`config.mk`:
```
export PLATFORM = sky130hd
export DESIGN_NAME = skt_cell
export DESIGN_NICKNAME = d
export VERILOG_FILES = /design/src/hw/rtl/skt_pkg.sv /design/src/hw/rtl/skt_cell.sv
export SDC_FILE = /design/constraint.sdc
export NUM_CORES = 1
export LEC_CHECK = 0
export BUFFER_PORTS_ARGS = -buffer_cell sky130_fd_sc_hd__buf_2
export CORE_MARGIN = 5
export CORE_UTILIZATION = 46
export CTS_CLUSTER_DIAMETER = 80
export DETAILED_ROUTE_END_ITERATION = 16
export GPL_TIMING_DRIVEN = 0
export HOLD_SLACK_MARGIN = 0.03
export PLACE_DENSITY = 0.92
export SETUP_SLACK_MARGIN = 0.02
export SYNTH_ARGS = -nofsm -noshare
export SYNTH_HDL_FRONTEND = slang
export SYNTH_SLANG_ARGS = --single-unit
```
`constraint.sdc`:
```
create_clock -name clk_i -period 10.1 [get_ports clk_i]
set_clock_uncertainty 0.2 [all_clocks]
set_input_delay 1.01 -clock clk_i [delete_from_list [all_inputs] [get_ports clk_i]]
set_output_delay 1.01 -clock clk_i [all_outputs]
set_load 0.01 [all_outputs]
```
`src/hw/rtl/skt_pkg.sv`:
```
// Shared types and constants of the sorted key table.
`default_nettype none

package skt_pkg;

  localparam int KEY_W    = 31;
  localparam int TAG_W    = 32;
  localparam int POS_W    = 7;
  localparam int REQ_W    = 2;
  localparam int STATUS_W = 3;

  typedef enum logic [REQ_W-1:0] {
    REQ_INSERT = 2'd0,
    REQ_DELETE = 2'd1,
    REQ_SEARCH = 2'd2,
    REQ_LIST   = 2'd3
  } req_e;

  typedef enum logic [STATUS_W-1:0] {
    ST_OK        = 3'd0,
    ST_NOT_FOUND = 3'd1,
    ST_DUPLICATE = 3'd2,
    ST_INVALID   = 3'd3,
    ST_FULL      = 3'd4,
    ST_EMPTY     = 3'd5
  } status_e;

  // Commands broadcast to every cell of the chain.
  typedef struct packed {
    logic cmp_en;     // capture compare flags against the request key
    logic ins_en;     // open a slot at the boundary and write the new entry
    logic del_en;     // close the slot at the boundary
    logic tok_init;   // put the list token on the head cell
    logic tok_shift;  // hand the list token to the next cell
    logic list_mode;  // select by token instead of by boundary
  } cell_ctrl_t;

endpackage

`default_nettype wire

```
`src/hw/rtl/skt_cell.sv`:
```
// One cell of the sorted chain: one entry, its compare flags and the list token.
`default_nettype none

module skt_cell (
  input  logic                           clk_i,
  input  logic                           rst_ni,
  input  skt_pkg::cell_ctrl_t            ctrl_i,
  input  logic                           occ_i,
  input  logic                           head_i,
  input  logic [skt_pkg::KEY_W-1:0]      key_i,
  input  logic [skt_pkg::TAG_W-1:0]      tag_i,
  input  logic                           prev_gt_i,
  input  logic                           prev_tok_i,
  input  logic [skt_pkg::KEY_W-1:0]      prev_key_i,
  input  logic [skt_pkg::TAG_W-1:0]      prev_tag_i,
  input  logic [skt_pkg::KEY_W-1:0]      next_key_i,
  input  logic [skt_pkg::TAG_W-1:0]      next_tag_i,
  output logic                           gt_o,
  output logic                           eq_o,
  output logic                           sel_o,
  output logic                           tok_o,
  output logic [skt_pkg::KEY_W-1:0]      key_o,
  output logic [skt_pkg::TAG_W-1:0]      tag_o
);

  logic [skt_pkg::KEY_W-1:0] key_q, key_d;
  logic [skt_pkg::TAG_W-1:0] tag_q, tag_d;
  logic                      gt_q, gt_d;
  logic                      eq_q, eq_d;
  logic                      tok_q, tok_d;
  logic                      bnd;

  // First cell whose key is not larger than the request key.
  assign bnd = prev_gt_i & ~gt_q;

  always_comb begin
    gt_d  = gt_q;
    eq_d  = eq_q;
    tok_d = tok_q;
    key_d = key_q;
    tag_d = tag_q;
    if (ctrl_i.cmp_en) begin
      gt_d = occ_i & (key_q > key_i);
      eq_d = occ_i & (key_q == key_i);
    end
    if (ctrl_i.tok_init) begin
      tok_d = head_i;
    end else if (ctrl_i.tok_shift) begin
      tok_d = prev_tok_i;
    end
    if (ctrl_i.ins_en && !gt_q) begin
      if (bnd) begin
        key_d = key_i;
        tag_d = tag_i;
      end else begin
        key_d = prev_key_i;
        tag_d = prev_tag_i;
      end
    end else if (ctrl_i.del_en && !gt_q) begin
      key_d = next_key_i;
      tag_d = next_tag_i;
    end
  end

  always_ff @(posedge clk_i or negedge rst_ni) begin
    if (!rst_ni) begin
      gt_q  <= 1'b0;
      eq_q  <= 1'b0;
      tok_q <= 1'b0;
    end else begin
      gt_q  <= gt_d;
      eq_q  <= eq_d;
      tok_q <= tok_d;
    end
  end

  always_ff @(posedge clk_i) begin
    key_q <= key_d;
    tag_q <= tag_d;
  end

  assign gt_o  = gt_q;
  assign eq_o  = eq_q;
  assign tok_o = tok_q;
  assign sel_o = ctrl_i.list_mode ? tok_q : bnd;
  assign key_o = key_q;
  assign tag_o = tag_q;

endmodule

`default_nettype wire

```
**Word level (Yosys, flattened, before mapping)**

Index checks and enable logic that the tools add are counted.

- Flip-flop bits (word level): 66
- Bits in latches: 0
- Memory bits (writable): 0
- ROM bits: 0
- Bits of input ports: 201
- Output and inout port bits: 67
- Logic and storage cells: 25
- Memories kept: 0

- $add $sub $neg: 0
- Multiply operators: 0
- Div/mod/pow operators: 0
- Magnitude comparators: 1
- Eq/ne operators: 1
- Shifts and indexed selects: 0
- Multiplexer cells: 9
- Bitwise logic cells: 4
- Reductions and logical operators: 5

Operators by type and width:

| kind | count |
|---|---|
| 32-bit 2-to-1 mux | 3 |
| 31-bit 2-to-1 mux | 3 |
| 31-bit == test | 1 |
| 31-bit greater-than comparator | 1 |
| 2-bit nonzero test | 2 |
| 1-bit bitwise AND | 3 |
| 1-bit 2-to-1 mux | 3 |
| 1-bit logical AND | 2 |
| 1-bit zero test | 1 |
| 1-bit inverter | 1 |

**Longest topological paths before layout**

- Word-level depth: 4
- Depth in mapped cells: 7
- Depth with buffers taken out: 7

**Least setup slack after synthesis**

OpenSTA, ideal clock, no wires.

- Path type: input port to flip-flop
- Start point: input ctrl_i[4] in the netlist's numbering
- End point: register key_q (netlist bit key_o[0]) (enable)
- Setup time: 0.486 ns
- Arrival: 3.706 ns
- Data required time: 9.414 ns
- Setup slack: 5.708 ns
- Stages on the path: 2
- Path buffers: 0
- Path through: nor2_1 nor2_1

- Word-level cells in the longest chain between the ends: 2

Ends and longest elaborated chain:

| what | line | RTL |
|---|---|---|
| start, declared | skt_cell.sv:7 | `input skt_pkg::cell_ctrl_t ctrl_i,` |
| 1-bit logical AND | skt_cell.sv:51 | `if (ctrl_i.ins_en && !gt_q) begin` |
| 2-bit nonzero test (no source line) | - |  |
| end signal, assigned | skt_cell.sv:78 | `key_q <= key_d;` |
| end, declared | skt_cell.sv:26 | `logic [skt_pkg::KEY_W-1:0] key_q, key_d;` |

Every way passes these cells.
A chain may end at the register's enable or synchronous reset.

**Worst setup path in the final report**

- Start point: input prev_gt_i
- End point: output sel_o

- Word-level cells in the longest chain between the ends: 2

Ends and longest elaborated chain:

| what | line | RTL |
|---|---|---|
| start, declared | skt_cell.sv:12 | `input logic prev_gt_i,` |
| 1-bit bitwise AND | skt_cell.sv:34 | `assign bnd = prev_gt_i & ~gt_q;` |
| 1-bit 2-to-1 mux | skt_cell.sv:85 | `assign sel_o = ctrl_i.list_mode ? tok_q : bnd;` |
| end, declared | skt_cell.sv:20 | `output logic sel_o,` |

Every way passes these cells.

==> impl_metrics.csv <==
group,metric,value,unit
sta,fmax,287,MHz
sta,finalMaxSlewViolations,0,
clock_network,clkSinkCount,66,
critical_path,critPathSlowestCell,"buf_1",
sta,hold_ws,277,ps
sta,setup_viol,0,
logic_synthesis,yosys.area_share.simple,0.100,
place,hpwlAfterDp,11000,um
power,p_leak,3.02,nW
logic_synthesis,synth.top_cells.by_count,"nand2_1 (70), o21ai_0 (66), mux2i_1 (64), edfxtp_1 (63), inv_1 (32)",
routing,drtPass1Iterations,4,
critical_path,critPathKind,"input pin to primary output",
logic_synthesis,synth.distinct_cells,32,
power,total_power,0.798,mW
routing,drc,0,
sta,min_period_over_period,0.344,
outcome,status,"finished clean",
routing,drtIter0Drc,210,
place,place_inst,773,
floorplanning,die_area,0.0109,mm2
global_route,grt_use_total,0.232,
finish,seqCellArea,0.00197,mm2
global_route,antenna_found_initial,0,
clock_network,postCtsSetupBuffers,0,
floorplanning,io_pins,268,
power,max-vdd-ir-drop,73.4,uV
power,pwr-share-comb,0.285,
clock_network,clk_path_buf_depth,2,
min_path,min_path_type,"input pin to asynchronous set/reset pin",
sta,rsz0062_at_grt,"no",
power,swShare,0.300,
critical_path,worst_path_dominant_cell_family,"buffers and inverters",
logic_synthesis,syn-num-nets,630,
power,power_density,138,mW/mm2
routing,drt-vias-per-instance,5.20,
logic_synthesis,synthXorXnorAreaFrac,0,
place,gp_congestion,0.824,
critical_path,worst_path_most_repeated_cell,"buf_2",
logic_synthesis,synthArstFlopShare,0.0455,
logic_synthesis,synth_fa_ha_area_frac,0.0946,
routing,wl_per_cell,16.9,um
global_route,grt_max_degree,35,
clock_network,cts_hold_buf,0,
logic_synthesis,synth_mux_area_frac,0.156,
finish,instances_no_fill,788,
logic_synthesis,synth_top_cell_by_area,"edfxtp_1",
sta,period_needed,3480,ps
logic_synthesis,synth.area.top_cells,"edfxtp_1 (46%), mux2i_1 (16%), ha_1 (9.5%)",
clock_network,cts.htree.levels,3,
global_route,grt_overflow_total,0,
power,clock_power_share,0.257,
floorplanning,core_region_area,0.00872,mm2
power,p_seq_frac,0.458,
logic_synthesis,syn_area,0.00410,mm2
clock_network,worstSkewPairLatency,330,ps
global_route,grt_pass1_vias,4248,
critical_path,path_cells,"buf_2 > buf_1 > a22o_1 > buf_2",
critical_path,start_kind,"input pin",
finish,fillers,686,
clock_network,cts_resized,0,
flow_run,maxCapViolCount,0,
clock_network,clockRootBuffer,"clkbuf_8",
finish,layout.nets,908,
routing,routed_wl,13300,um
power,p_int,0.559,mW
sta,slew_headroom,0.404,
critical_path,path_buf_inv,3,
logic_synthesis,synth_edf_count,63,
sta,hold_viol,0,
floorplanning,die_w,104,um
critical_path,end_kind,"primary output",
critical_path,cp.arrival,2270,ps
sta,tightest_slew,892,ps
clock_network,cts.clk_slew.worst_paths,70,ps
logic_synthesis,synth_top_area_share,0.461,
critical_path,cp.required,8890,ps
finish,antenna_cells,0,
logic_synthesis,synth-compound-area-share,0.118,
finish,drive_above_1_share,0.426,
finish,syn2layout_area_growth,40.7,%
logic_synthesis,netlist_instances,398,
floorplanning,initial_core_util,0.470,
critical_path,critPathMaxFanout,10,
critical_path,max_stage_delay,660,ps
logic_synthesis,synth_top_family_by_area,"multiplexers",
place,portBuffers,266,
floorplanning,placementRows,34,
floorplanning,fp.dieH,104,um
logic_synthesis,synth_most_common_cell,"nand2_1",
logic_synthesis,synth-seq-cells,66,
logic_synthesis,synthFlopType,"edfxtp_1",
logic_synthesis,ys_seq_area_frac,0.480,
finish,multi_input_area,0.00193,mm2
routing,antenna_left,0,
clock_network,numCtsBuffers,9,
clock_network,tritoncts,"built",
sta,setup_tns,0,ps
routing,vias,4100,
global_route,grt_pass1_wl,20500,um
logic_synthesis,yosys_warnings,0,
logic_synthesis,avgSynthCellArea,10.3,um2
power,p_switching,0.239,mW
## stage by stage
stage | util | area [um2] | setup slack, ps
final | 0.661 | 5770 | 6620
after global routing | 0.661 | 5770 | 6540
after CTS | 0.661 | 5770 | 6610
after detailed placement | 0.641 | 5590 | 6600
after global placement | 0.638 | 5570 | 4570
after floorplan | - | 4100 | 5710
## cells in the final DEF, fill, tap and decap left out, types with 2 or more instances in the layout
cell | synthesis | layout
nor2_1 | 8 | 7
nand4_1 | 4 | 4
a21oi_1 | 10 | 10
ha_1 | 31 | 31
a21o_1 | 3 | 3
a211oi_1 | 2 | 2
clkinv_1 | 0 | 3
nand2_1 | 70 | 70
buf_2 | 7 | 273
nand3_1 | 3 | 3
o21ai_0 | 66 | 66
nand2b_1 | 3 | 3
inv_1 | 32 | 32
mux2i_1 | 64 | 64
clkbuf_1 | 13 | 14
dfrtp_1 | 3 | 3
clkbuf_8 | 0 | 9
edfxtp_1 | 63 | 63
## worst register-to-register path: stages, from the launching register on
cell      delay, ps
dfrtp_1         450
nand2b_1        130
buf_2           250
clkbuf_1        440
clkbuf_1        450
nand2_1         120
o21ai_0         110
## worst paths after layout
check	endpoint	startpoint	slack [ps]	cells past startpoint
worst max-delay path	sel_o	prev_gt_i	6620	4
min in group clk_i	eq_o	eq_o	370	2
worst min-delay path	tok_o	rst_ni	280	1
worst min register to register	eq_o	eq_o	370	2
max in group asynchronous	gt_o	rst_ni	9290	1
worst max register to register	key_o[27]	gt_o	7790	6
## flip-flops by register name, indices dropped and copies added (netlist names)
name   cells
tag_o     32
eq_o       1
key_o     31
gt_o       1
tok_o      1
## final cells by class
| class | instances | share of cell area |
|---|---|---|
| clock inverters | 5 | 0.00803 |
| repair buffers | 267 | 0.234 |
| inverters | 32 | 0.0208 |
| multi-input cells | 279 | 0.335 |
| flip-flops and latches | 66 | 0.341 |
| well taps | 108 | 0.0234 |
| clock buffers | 10 | 0.0221 |
| plain buffers | 21 | 0.0152 |
## power by group through the flow
stage	logic (mW)	registers, mW	clock network, mW
floorplan	0.0948	0.391	0
global placement	0.216	0.371	0
detailed placement	0.228	0.371	0
CTS	0.229	0.365	0.210
global route	0.251	0.369	0.225
finish	0.227	0.365	0.205
## routing by layer
layer / vias up / part of all wire / track usage
met4: 0 / 0.0095 / 0.0426
met2: 211 / 0.54 / 0.435
met3: 12 / 0.086 / 0.0658
met5: - / 0 / 0
met1: 1887 / 0.36 / 0.262
li1: 1990 / - / -
## cell families after synthesis
group	count (synthesis)
AOI/OAI and AO/OA	89
muxes	64
DFF	66
and+or+nand+nor	95
buffers and inverters	53
adders and majority gates	31
(Power assumes the default switching activity.)
